`config.mk`:
```
export PLATFORM = sky130hd
export DESIGN_NAME = double_ended_queue_top
export DESIGN_NICKNAME = d
export VERILOG_FILES = /design/src/sv/deq_pkg.sv /design/src/sv/deq_front.sv /design/src/sv/deq_back.sv /design/src/sv/double_ended_queue_top.sv
export SDC_FILE = /design/constraint.sdc
export NUM_CORES = 1
export LEC_CHECK = 0
export BUFFER_PORTS_ARGS = -buffer_cell sky130_fd_sc_hd__buf_2
export CAP_MARGIN = 30
export CELL_PAD_IN_SITES_DETAIL_PLACEMENT = 0
export CELL_PAD_IN_SITES_GLOBAL_PLACEMENT = 1
export CORE_MARGIN = 1.5
export CORE_UTILIZATION = 54
export DETAILED_ROUTE_END_ITERATION = 8
export HOLD_SLACK_MARGIN = 0.03
export PLACE_DENSITY = 0.82
export SLEW_MARGIN = 20
export SYNTH_ARGS = -nofsm -noshare
export SYNTH_HDL_FRONTEND = slang
export SYNTH_HIERARCHICAL = 1
export SYNTH_SLANG_ARGS = --single-unit
export TNS_END_PERCENT = 10
```
`constraint.sdc`:
```
create_clock -name i_clk -period 16.4 [get_ports i_clk]
set_input_delay 3.28 -clock i_clk [delete_from_list [all_inputs] [get_ports i_clk]]
set_output_delay 3.28 -clock i_clk [all_outputs]
set_load 0.1 [all_outputs]
```
`src/sv/deq_pkg.sv`:
```
// deq_pkg: shared types, constants and helpers for the double-ended queue.
// Depends on nothing; used by every module of the block by scoped names.
package deq_pkg;

    // Ring store geometry
    localparam int DEPTH   = 16;
    localparam int PTR_W   = $clog2(DEPTH);
    localparam int CNT_W   = $clog2(DEPTH + 1);
    localparam int SUM_W   = PTR_W + 1;

    // Field widths fixed by the interface
    localparam int KIND_W  = 3;
    localparam int DATA_W  = 32;
    localparam int STAT_W  = 2;
    localparam int FILL_W  = 5;

    // Command queue between front and back
    localparam int CMDQ_DEPTH = 2;
    localparam int CMDQ_PTR_W = $clog2(CMDQ_DEPTH);
    localparam int CMDQ_CNT_W = $clog2(CMDQ_DEPTH + 1);

    // Request kind codes as seen on the input
    localparam logic [KIND_W-1:0] KIND_PUSH_FRONT = 3'd0;
    localparam logic [KIND_W-1:0] KIND_PUSH_BACK  = 3'd1;
    localparam logic [KIND_W-1:0] KIND_POP_FRONT  = 3'd2;
    localparam logic [KIND_W-1:0] KIND_POP_BACK   = 3'd3;
    localparam logic [KIND_W-1:0] KIND_PEEK_FRONT = 3'd4;

    // Result status codes
    localparam logic [STAT_W-1:0] STAT_OK    = 2'd0;
    localparam logic [STAT_W-1:0] STAT_EMPTY = 2'd1;
    localparam logic [STAT_W-1:0] STAT_FULL  = 2'd2;

    // Decoded operation passed from front to back
    typedef enum logic [2:0] {
        OP_PUSH_FRONT,
        OP_PUSH_BACK,
        OP_POP_FRONT,
        OP_POP_BACK,
        OP_PEEK_FRONT,
        OP_NOP
    } t_op;

    typedef struct packed {
        logic [KIND_W-1:0]        kind;
        logic signed [DATA_W-1:0] data_in;
    } t_in_item;

    typedef struct packed {
        logic signed [DATA_W-1:0] data_out;
        logic [STAT_W-1:0]        status;
        logic [FILL_W-1:0]        fill_count;
        logic                     is_empty;
    } t_out_item;

    typedef struct packed {
        t_op                      op;
        logic signed [DATA_W-1:0] data;
    } t_cmd;

    // Reduce a sum below 2*DEPTH to a ring position
    function automatic logic [PTR_W-1:0] ring_wrap(input logic [SUM_W-1:0] s);
        logic [SUM_W-1:0] r;
        r = (s >= SUM_W'(DEPTH)) ? s - SUM_W'(DEPTH) : s;
        return r[PTR_W-1:0];
    endfunction

endpackage

```
`src/sv/deq_front.sv`:
```
// deq_front: takes input transfers, decodes the kind and holds commands in
// a short queue for the back end. Depends on deq_pkg.
module deq_front (
    input  logic              i_clk,
    input  logic              i_rst_n,
    input  logic              i_in_valid,
    output logic              o_in_ready,
    input  deq_pkg::t_in_item i_in,
    output logic              o_cmd_valid,
    input  logic              i_cmd_ready,
    output deq_pkg::t_cmd     o_cmd
);

    deq_pkg::t_cmd                     r_q [deq_pkg::CMDQ_DEPTH];
    logic [deq_pkg::CMDQ_PTR_W-1:0]    r_wr_ptr, n_wr_ptr;
    logic [deq_pkg::CMDQ_PTR_W-1:0]    r_rd_ptr, n_rd_ptr;
    logic [deq_pkg::CMDQ_CNT_W-1:0]    r_cnt, n_cnt;
    deq_pkg::t_cmd                     w_dec;
    logic                              w_push, w_pop;

    // Kind decode; undefined kinds become a no-op
    always_comb begin
        w_dec.data = i_in.data_in;
        unique case (i_in.kind)
            deq_pkg::KIND_PUSH_FRONT: w_dec.op = deq_pkg::OP_PUSH_FRONT;
            deq_pkg::KIND_PUSH_BACK:  w_dec.op = deq_pkg::OP_PUSH_BACK;
            deq_pkg::KIND_POP_FRONT:  w_dec.op = deq_pkg::OP_POP_FRONT;
            deq_pkg::KIND_POP_BACK:   w_dec.op = deq_pkg::OP_POP_BACK;
            deq_pkg::KIND_PEEK_FRONT: w_dec.op = deq_pkg::OP_PEEK_FRONT;
            default:                  w_dec.op = deq_pkg::OP_NOP;
        endcase
    end

    assign o_in_ready  = (r_cnt != deq_pkg::CMDQ_CNT_W'(deq_pkg::CMDQ_DEPTH));
    assign o_cmd_valid = (r_cnt != '0);
    assign o_cmd       = r_q[r_rd_ptr];
    assign w_push      = i_in_valid && o_in_ready;
    assign w_pop       = o_cmd_valid && i_cmd_ready;

    always_comb begin
        n_wr_ptr = r_wr_ptr;
        n_rd_ptr = r_rd_ptr;
        if (w_push) begin
            n_wr_ptr = (r_wr_ptr == deq_pkg::CMDQ_PTR_W'(deq_pkg::CMDQ_DEPTH - 1))
                     ? '0 : r_wr_ptr + 1'b1;
        end
        if (w_pop) begin
            n_rd_ptr = (r_rd_ptr == deq_pkg::CMDQ_PTR_W'(deq_pkg::CMDQ_DEPTH - 1))
                     ? '0 : r_rd_ptr + 1'b1;
        end
        n_cnt = r_cnt + deq_pkg::CMDQ_CNT_W'(w_push) - deq_pkg::CMDQ_CNT_W'(w_pop);
    end

    always_ff @(posedge i_clk) begin
        if (!i_rst_n) begin
            r_wr_ptr <= '0;
            r_rd_ptr <= '0;
            r_cnt    <= '0;
        end else begin
            r_wr_ptr <= n_wr_ptr;
            r_rd_ptr <= n_rd_ptr;
            r_cnt    <= n_cnt;
        end
    end

    // Payload slots, no reset
    always_ff @(posedge i_clk) begin
        if (w_push) begin
            r_q[r_wr_ptr] <= w_dec;
        end
    end

endmodule

```
`src/sv/deq_back.sv`:
```
// deq_back: carries out queued commands on the ring store and registers the
// result. Depends on deq_pkg.
module deq_back (
    input  logic               i_clk,
    input  logic               i_rst_n,
    input  logic               i_cmd_valid,
    output logic               o_cmd_ready,
    input  deq_pkg::t_cmd      i_cmd,
    output logic               o_out_valid,
    input  logic               i_out_ready,
    output deq_pkg::t_out_item o_out
);

    logic signed [deq_pkg::DATA_W-1:0] r_mem [deq_pkg::DEPTH];
    logic [deq_pkg::PTR_W-1:0]         r_front, n_front;
    logic [deq_pkg::CNT_W-1:0]         r_count, n_count;
    logic                              r_out_valid;
    deq_pkg::t_out_item                r_out;
    logic [deq_pkg::STAT_W-1:0]        n_status;

    logic                              w_take, w_full, w_empty, w_wr_en, w_rd_en;
    logic [deq_pkg::PTR_W-1:0]         w_front_dec, w_front_inc;
    logic [deq_pkg::PTR_W-1:0]         w_tail, w_last, w_wr_idx, w_rd_idx;

    assign o_cmd_ready = !r_out_valid || i_out_ready;
    assign w_take      = i_cmd_valid && o_cmd_ready;
    assign w_full      = (r_count == deq_pkg::CNT_W'(deq_pkg::DEPTH));
    assign w_empty     = (r_count == '0);

    assign w_front_dec = (r_front == '0) ? deq_pkg::PTR_W'(deq_pkg::DEPTH - 1)
                                         : r_front - 1'b1;
    assign w_front_inc = (r_front == deq_pkg::PTR_W'(deq_pkg::DEPTH - 1)) ? '0
                                         : r_front + 1'b1;
    // Slot after the last entry, and the last entry itself
    assign w_tail = deq_pkg::ring_wrap(deq_pkg::SUM_W'(r_front)
                                       + deq_pkg::SUM_W'(r_count));
    assign w_last = deq_pkg::ring_wrap(deq_pkg::SUM_W'(r_front)
                                       + deq_pkg::SUM_W'(r_count) - 1'b1);

    always_comb begin
        n_front  = r_front;
        n_count  = r_count;
        w_wr_en  = 1'b0;
        w_wr_idx = w_tail;
        w_rd_en  = 1'b0;
        w_rd_idx = r_front;
        n_status = deq_pkg::STAT_OK;
        unique case (i_cmd.op)
            deq_pkg::OP_PUSH_FRONT: begin
                if (w_full) begin
                    n_status = deq_pkg::STAT_FULL;
                end else begin
                    n_front  = w_front_dec;
                    w_wr_idx = w_front_dec;
                    w_wr_en  = 1'b1;
                    n_count  = r_count + 1'b1;
                end
            end
            deq_pkg::OP_PUSH_BACK: begin
                if (w_full) begin
                    n_status = deq_pkg::STAT_FULL;
                end else begin
                    w_wr_en = 1'b1;
                    n_count = r_count + 1'b1;
                end
            end
            deq_pkg::OP_POP_FRONT, deq_pkg::OP_PEEK_FRONT: begin
                if (w_empty) begin
                    n_status = deq_pkg::STAT_EMPTY;
                end else begin
                    w_rd_en = 1'b1;
                    if (i_cmd.op == deq_pkg::OP_POP_FRONT) begin
                        n_front = w_front_inc;
                        n_count = r_count - 1'b1;
                    end
                end
            end
            deq_pkg::OP_POP_BACK: begin
                if (w_empty) begin
                    n_status = deq_pkg::STAT_EMPTY;
                end else begin
                    w_rd_en  = 1'b1;
                    w_rd_idx = w_last;
                    n_count  = r_count - 1'b1;
                end
            end
            default: ;
        endcase
    end

    always_ff @(posedge i_clk) begin
        if (!i_rst_n) begin
            r_front     <= '0;
            r_count     <= '0;
            r_out_valid <= 1'b0;
        end else begin
            if (w_take) begin
                r_front <= n_front;
                r_count <= n_count;
            end
            if (o_cmd_ready) begin
                r_out_valid <= i_cmd_valid;
            end
        end
    end

    // Ring store and result payload, no reset; the read lands in the result register
    always_ff @(posedge i_clk) begin
        if (w_take && w_wr_en) begin
            r_mem[w_wr_idx] <= i_cmd.data;
        end
        if (w_take) begin
            r_out.data_out   <= w_rd_en ? r_mem[w_rd_idx] : '0;
            r_out.status     <= n_status;
            r_out.fill_count <= deq_pkg::FILL_W'(n_count);
            r_out.is_empty   <= (n_count == '0);
        end
    end

    assign o_out_valid = r_out_valid;
    assign o_out       = r_out;

endmodule

```
`src/sv/double_ended_queue_top.sv`:
```
// double_ended_queue_top: top level of the bounded double-ended queue.
// Depends on deq_pkg, deq_front and deq_back.
//
// Bounded deque of signed 32-bit words in a 16-entry ring store. Each input
// transfer carries a kind (push front, push back, pop front, pop back, peek
// front) and a value; each one yields exactly one output transfer with the
// popped or peeked value, a status (ok, empty, full), the fill count after
// the operation and an empty flag. Pops and peeks on an empty deque give 0
// with status empty; a push into a full deque is dropped with status full;
// unused kind codes do nothing and report ok. The front end decodes each
// transfer into a two-entry command queue; the back end executes one
// command per cycle while its output is not stalled, against the ring store
// (front index plus count), and holds the result in an output register.
// Sustained rate is one item per clock when not stalled, limited by the
// single read/modify step of the back end; each input reaches its result
// through the command queue slot and then the output register. Either side
// may stall independently: the command queue and output register decouple
// them. Nothing needs clearing after reset; unwritten ring slots are never read.
module double_ended_queue_top (
    input  logic               i_clk,
    input  logic               i_rst_n,
    input  logic               i_in_valid,
    output logic               o_in_ready,
    input  deq_pkg::t_in_item  i_in,
    output logic               o_out_valid,
    input  logic               i_out_ready,
    output deq_pkg::t_out_item o_out
);

    // Front-to-back command channel
    logic          w_cmd_valid;
    logic          w_cmd_ready;
    deq_pkg::t_cmd w_cmd;

    deq_front u_front (
        .i_clk       (i_clk),
        .i_rst_n     (i_rst_n),
        .i_in_valid  (i_in_valid),
        .o_in_ready  (o_in_ready),
        .i_in        (i_in),
        .o_cmd_valid (w_cmd_valid),
        .i_cmd_ready (w_cmd_ready),
        .o_cmd       (w_cmd)
    );

    deq_back u_back (
        .i_clk       (i_clk),
        .i_rst_n     (i_rst_n),
        .i_cmd_valid (w_cmd_valid),
        .o_cmd_ready (w_cmd_ready),
        .i_cmd       (w_cmd),
        .o_out_valid (o_out_valid),
        .i_out_ready (i_out_ready),
        .o_out       (o_out)
    );

endmodule

```
==> impl_results.md, run 1 <==
- Layout Area Growth over Synthesis: 11.9%
- Ports: 81
- Crit path max fanout: 47
- Die span in y: 222 um
- Fmax: 174 MHz
- Crit path top cell by count: buf_4
- Final cell count without fillers: 2422
- Largest net degree at the start of global routing: 80
- Initial Utilization: 54.4%
- Filler cells: 3425
- Iter 0 DRT Violations: 1728
- Dpl cells: 2310
- Slew margin rel.: 37.8%
- Remaining Overflow, GRT: 0
- Vias/cell: 6.32
- Synthesized net count: 1747
- Clk sinks: 637
- Worst Hold Class: flip-flop to flip-flop
- Mapped Cells: 1697
- H-tree depth: 2
- Max cap viols: 0
- Critical Path Max Stage Delay: 0.64 ns
- Prevailing post-synth register cell: edfxtp_1
- Power Total: 5.52 mW
- Pre-antenna DRT Iters: 5
- CP max stage cell: and3_1
- Longest Clk Path Bufs: 3
- Drt drc: 0
- Clock Skew: 0.0164 ns
- Avg Cell Area, Syn: 15.2 um2
- Final hold viol count: 0
- Post_cts resized: 0
- Routed WL: 60800 um
- Post-layout min period: 5.73 ns
- Synth unique cells: 72
- CP Launch Type: input port
- Final #Nets: 1808
- Vias: 15318
- Post-CTS setup buffer count: 0
- Worst-skew pair later-pin latency: 0.63 ns
- Crit path kind: input port to flip-flop
- Met3 Wirelength: 6030 um
- Worst path depth: 9
- WP data arrival: 6.02 ns
- DP Worst Slack: 10.01 ns
- Mapped Area: 25900 um2
- Fin crit share: 35.0%
- Number of buffers created by CTS: 61
- Post-synthesis sequential area ratio: 73.4%
- Pwr per Cell Area: 191 nW/um2
- Fin worst setup slack: 10.67 ns
- P_leak: 9.88 nW
- CTS tree: built
- WL met1: 25400 um
- Multi-input gate area: 6170 um2
- # rows: 80
- Die X: 222 um
- Die area: 49200 um2
- Final-report setup violation count: 0
- Async S/R FF share, synth: 0%
- Core ar.: 47500 um2
- CP bufs+invs: 4
- Slew Viols, Final: 0
- Post-DP HPWL: 34000 um
- First-pass GRT wire length: 90600 um
- CTS clk-pin slew, worst paths: 0.06 ns
- Register area: 19000 um2
- Top Layer Used: met4
- FF+latch count, synth: 637
- Share of cells above drive strength 1: 15.9%
- Hold-fix buffers, CTS: 0
- Critical Path RT: 16.69 ns
- Worst hold path depth: 2
- Wire length per cell: 25.1 um
- CTS Root Buffer Type: clkbuf_16
- Status: complete, no violations
- RSZ-0062 raised after global routing: false
- Setup crit end kind: flip-flop
- Worst vdd ir: 0.000123 V
- Vias in the first global route: 15145
- Critical Path, Cell by Cell: buf_2 > nand2b_1 > nand2_1 > inv_2 > buf_4 > nand3_1 > nor2_1 > and3_1 > buf_4
- GP Congestion: 0.826
- Yosys warnings: 6
- Antenna Nets Post-Route: 0
- Initial antenna violation count: 1
- Slew @ Worst Pin: 0.933 ns
- Cell count of the worst reg-to-reg path: 11
- All-layer global routing usage: 24.5%
- Number of synthesized flops with an enable pin: 622
- Port bufs: 80
- Setup TNS: 0 ns
- Met2 WL: 27700 um
- CP delay by family, top: simple AND/OR/NAND/NOR gates
## worst reg2reg max path, stage by stage (launching register included)
cell and delay [ns]:
dfxtp_1 0.36, inv_1 0.15, ha_1 0.28, nor4b_4 0.43, buf_4 0.41, nor3_4 0.07
buf_4 0.30, nor2_4 0.62, buf_4 0.77, nand2_1 0.17, a32o_1 0.27, o32ai_1 0.53
## Yosys cell counts (11+ instances only)
library cell    n  area, um2
o221ai_1       11       96.3
mux2_1         12        135
clkbuf_1       69        259
a211oi_1       12       90.1
edfxtp_1      622      18700
o21ai_0        61        305
o32ai_1        32        280
dfxtp_1        15        300
nand2b_1       18        113
inv_1          55        206
mux2_2         46        518
nor3_1         14       70.1
nor2_1         20       75.1
a21oi_1        44        220
o211ai_1       45        338
a32oi_1        55        482
mux2i_1        37        370
buf_2          30        150
a32o_1         65        651
nand3_1       105        526
nand2_1       181        679
## layer usage
layer  vias up  GRT usage [%]
met3       118           5.49
met1      7613           34.8
met4         0           8.26
met2       745           37.8
li1       6842              -
met5         -              0
## cell usage in the layout (no fill, tap or decap), drive strengths merged, types with 56 or more instances in the layout
| master | netlist | routed |
|---|---|---|
| a32oi | 56 | 56 |
| a32o | 65 | 65 |
| mux2 | 58 | 58 |
| edfxtp | 622 | 622 |
| clkbuf | 70 | 68 |
| nand2 | 182 | 182 |
| inv | 55 | 58 |
| buf | 51 | 119 |
| o21ai | 69 | 69 |
| nand3 | 106 | 106 |
## stage by stage
step	instance area, um2	util, %	hold slack (ns)
finish	28900	60.9	0.588
global route	28900	60.9	0.621
CTS	28900	60.9	0.586
detailed placement	26800	56.5	0.568
global placement	26800	56.4	0.552
floorplan	25900	-	0.522
## registers in the layout (all words and copies together) (netlist names), named ones only
signal / flops
u_back/r_mem: 512
u_front/r_q: 70
u_front/r_cnt: 2
u_back/r_front: 4
u_front/r_rd_ptr: 1
u_back/o_out: 40
u_back/o_out_valid: 1
u_front/r_wr_ptr: 1
u_back/r_count: 5
## cells by family after synthesis
| logic type | Yosys count | share of synthesized area (%) |
|---|---|---|
| compound gates | 385 | 11.6 |
| simple gates | 381 | 6.93 |
| buf+inv | 178 | 3.14 |
| mux | 95 | 3.96 |
| flops | 637 | 73.4 |
| xor+xnor | 10 | 0.445 |
| fa+ha+maj | 11 | 0.561 |
## layout make-up
cell class                 instances  share of cell area (%)
antenna                            1                 0.00865
clock buffer                      68                    5.51
clock inverter                    43                    1.73
inverter                          57                   0.739
multi-input combinational        882                    21.3
sequential                       637                    65.6
tap                              615                    2.66
timing repair buffer             119                    2.46
## path summary, 6_finish.rpt
check	startpoint	end	slack (ns)
hold / removal	u_front/r_wr_ptr$_SDFFE_PN0P_	u_front/r_wr_ptr$_SDFFE_PN0P_	0.59
setup reg to reg	u_back/r_count[1]$_SDFFE_PN0P_	u_back/o_out[32]$_SDFFCE_PN0P_	11.78
hold reg to reg	u_front/r_wr_ptr$_SDFFE_PN0P_	u_front/r_wr_ptr$_SDFFE_PN0P_	0.59
setup / recovery	i_out_ready	u_back/r_mem[9][16]$_DFFE_PP_	10.67
## power by group
| group | total, mW | switching [mW] | internal (mW) |
|---|---|---|---|
| logic | 1.92 | 1.45 | 0.476 |
| registers | 2.14 | 0.0498 | 2.09 |
| clock network | 1.46 | 0.592 | 0.870 |
| total | 5.52 | 2.09 | 3.43 |
(Power assumes the default switching activity.)
==> inputs of run 2 (changes only) <==
Settings changed: CORE_UTILIZATION 54 to 53, PLACE_DENSITY 0.82 to 0.81.
Clock period 16.4 ns to 5.5 ns, I/O delays scaled along.
==> run 2 against run 1 <==
Effect of this change:
- clock power rose to 2.7 times the previous value
- via count increased by 1.2%
- total power grew to 2.9 times the previous value
- non-clock buffer count rose by 7
- critical path depth down 2
- setup slack worse by 9.5 ns
- cell count about the same
- core utilization fell by 0.76 points
- design area down 0.41%
- first-iteration DRC count increased by 14%
- die area rose by 1.9%
==> impl_results.md, run 2 (synthesis gave the netlist of run 1 again) <==
- NetSw: 6.09 mW
- Antenna Nets Post-Route: 0
- FF-to-FF setup slack: 1.20 ns
- Worst Hold Class: flip-flop to flip-flop
- Crit path kind: flip-flop to flip-flop
- CTS Root Buffer Type: clkbuf_16
- Cell Int Power: 9.88 mW
- Largest net degree at the start of global routing: 102
- Reg2reg start: u_back/r_front[0]$_SDFFE_PN0P_
- Dpl cells: 2313
- Worst vdd ir: 0.000330 V
- # rows: 80
- Final-report setup violation count: 0
- Fmax: 232 MHz
- Final cell count without fillers: 2421
- Die span in y: 224 um
- CP bufs+invs: 1
- Max FFs per register: 512
- Post_cts resized: 0
- Power Total: 16.0 mW
- Die X: 224 um
- Hold-fix buffers, CTS: 0
- Drt drc: 0
- Initial Utilization: 54.0%
- Longest Clk Path Bufs: 3
- RSZ-0062 raised after global routing: false
- Pwr per Cell Area: 554 nW/um2
- Area post-placement: 26900 um2
- Routed WL: 62100 um
- Sequential share of power: 40.3%
- Part of the power in the clock network: 24.3%
- CP Launch Type: flip-flop
- WP data arrival: 4.75 ns
- H-tree depth: 2
- Commonest non-fill, non-tap cell in the layout: edfxtp_1
- Ports: 81
- Iter 0 DRT Violations: 1975
- Clock Skew: 0.0198 ns
- Setup TNS: 0 ns
- Switching part of the total: 38.1%
- Critical Path, Cell by Cell: ha_1 > nand3_4 > nand2_8 > buf_12 > nand2_1 > a32o_1 > o32ai_1
- GP Congestion: 0.823
- Slew @ Worst Pin: 0.998 ns
- Crit path max fanout: 101
- Remaining Overflow, GRT: 0
- Final instance area: 28800 um2
- All-layer global routing usage: 24.8%
- Setup crit end kind: flip-flop
- Post-DP HPWL: 34400 um
- Critical Path RT: 5.95 ns
- Worst Setup EP: u_back/o_out[10]$_SDFFCE_PN0P_
- Pre-antenna DRT Iters: 5
- Worst path depth: 7
- CP delay by family, top: simple AND/OR/NAND/NOR gates
- Number of buffers created by CTS: 61
- DP Worst Slack: 1.25 ns
- CTS clk-pin slew, worst paths: 0.06 ns
- Post-layout min period: 4.30 ns
- Vias: 15504
- Worst-skew pair later-pin latency: 0.64 ns
- Critical Path Max Stage Delay: 0.84 ns
- ANT cells: 0
- CTS tree: built
- Most frequent cells in the layout: edfxtp_1, nand2_1, nand3_1
- Slew margin rel.: 33.2%
- Share of cells above drive strength 1: 15.2%
- Fin crit share: 78.2%
- Cell count of the worst reg-to-reg path: 7
- Max cap viols: 0
- CP max stage cell: nand2_8
- Slew Viols, Final: 0
- Post-CTS setup buffer count: 0
- Initial antenna violation count: 2
- R2R Path End: u_back/o_out[10]$_SDFFCE_PN0P_
- Vias in the first global route: 15132
- Die area: 50100 um2
- Clk sinks: 637
- First-pass GRT wire length: 92200 um
- Fin worst setup slack: 1.20 ns
- Gate power share: 35.4%
- Vias/cell: 6.40
- Core ar.: 47900 um2
- P_leak: 9.80 nW
- Final hold viol count: 0
- Port bufs: 80
- Final #Nets: 1815
- Status: complete, no violations
- Layout Area Growth over Synthesis: 11.4%
- CP Launch Point: u_back/r_front[0]$_SDFFE_PN0P_
- Biggest register: u_back/r_mem
- Wire length per cell: 25.6 um
run 2: layout make-up:
| cell class | count | area (um2) |
|---|---|---|
| Fill cell | 3558 | 19100 |
| Sequential cell | 637 | 19000 |
| Multi-Input combinational cell | 882 | 6170 |
| Clock buffer | 77 | 1600 |
| Timing Repair Buffer | 126 | 881 |
| Tap cell | 615 | 769 |
| Clock inverter | 27 | 214 |
| Inverter | 57 | 214 |
run 2: how the worst min path moves through the flow:
stage / slack (ns) / cells past startpoint / endpoint / from
3_3_place_gp: 0.53 / 2 / u_front/r_wr_ptr$_SDFFE_PN0P_ / u_front/r_wr_ptr$_SDFFE_PN0P_
6_report: 0.58 / 2 / u_front/r_wr_ptr$_SDFFE_PN0P_ / u_front/r_wr_ptr$_SDFFE_PN0P_
4_1_cts: 0.59 / 2 / u_front/r_wr_ptr$_SDFFE_PN0P_ / u_front/r_wr_ptr$_SDFFE_PN0P_
5_1_grt: 0.63 / 2 / flip-flop / u_front/r_rd_ptr$_SDFFE_PN0P_
2_1_floorplan: 0.52 / 2 / u_front/r_wr_ptr$_SDFFE_PN0P_ / u_front/r_wr_ptr$_SDFFE_PN0P_
3_5_place_dp: 0.58 / 2 / u_front/r_wr_ptr$_SDFFE_PN0P_ / u_front/r_wr_ptr$_SDFFE_PN0P_
run 2: metrics by stage:
| stage | hold slack, ns | util (%) |
|---|---|---|
| 4_1_cts | 0.587 | 59.9 |
| 5_1_grt | 0.630 | 60.1 |
| 2_1_floorplan | 0.522 | - |
| 3_5_place_dp | 0.580 | 56.2 |
| 6_report | 0.584 | 60.1 |
| 3_3_place_gp | 0.534 | 56.0 |
run 2: worst min-delay path: stages (launching register included):
cell      delay [ns]
dfxtp_1         0.34
nand3b_1        0.13
a21boi_1        0.07
run 2: metal layers:
| layer | share of wire [%] | track usage (%) | vias up |
|---|---|---|---|
| met3 | 9.4 | 4.74 | 108 |
| met4 | 2.1 | 7.50 | 4 |
| met5 | 0.035 | 0 | - |
| li1 | - | - | 6829 |
| met2 | 47 | 39.0 | 727 |
| met1 | 42 | 35.3 | 7836 |
run 2: power groups by stage:
stage	clock, mW	combinational (mW)	sequential [mW]
floorplan	0	3.06	7.56
global placement	0	5.43	6.53
detailed placement	0	5.58	6.54
CTS	3.94	5.60	6.44
global route	4.12	5.99	6.47
finish	3.88	5.64	6.44
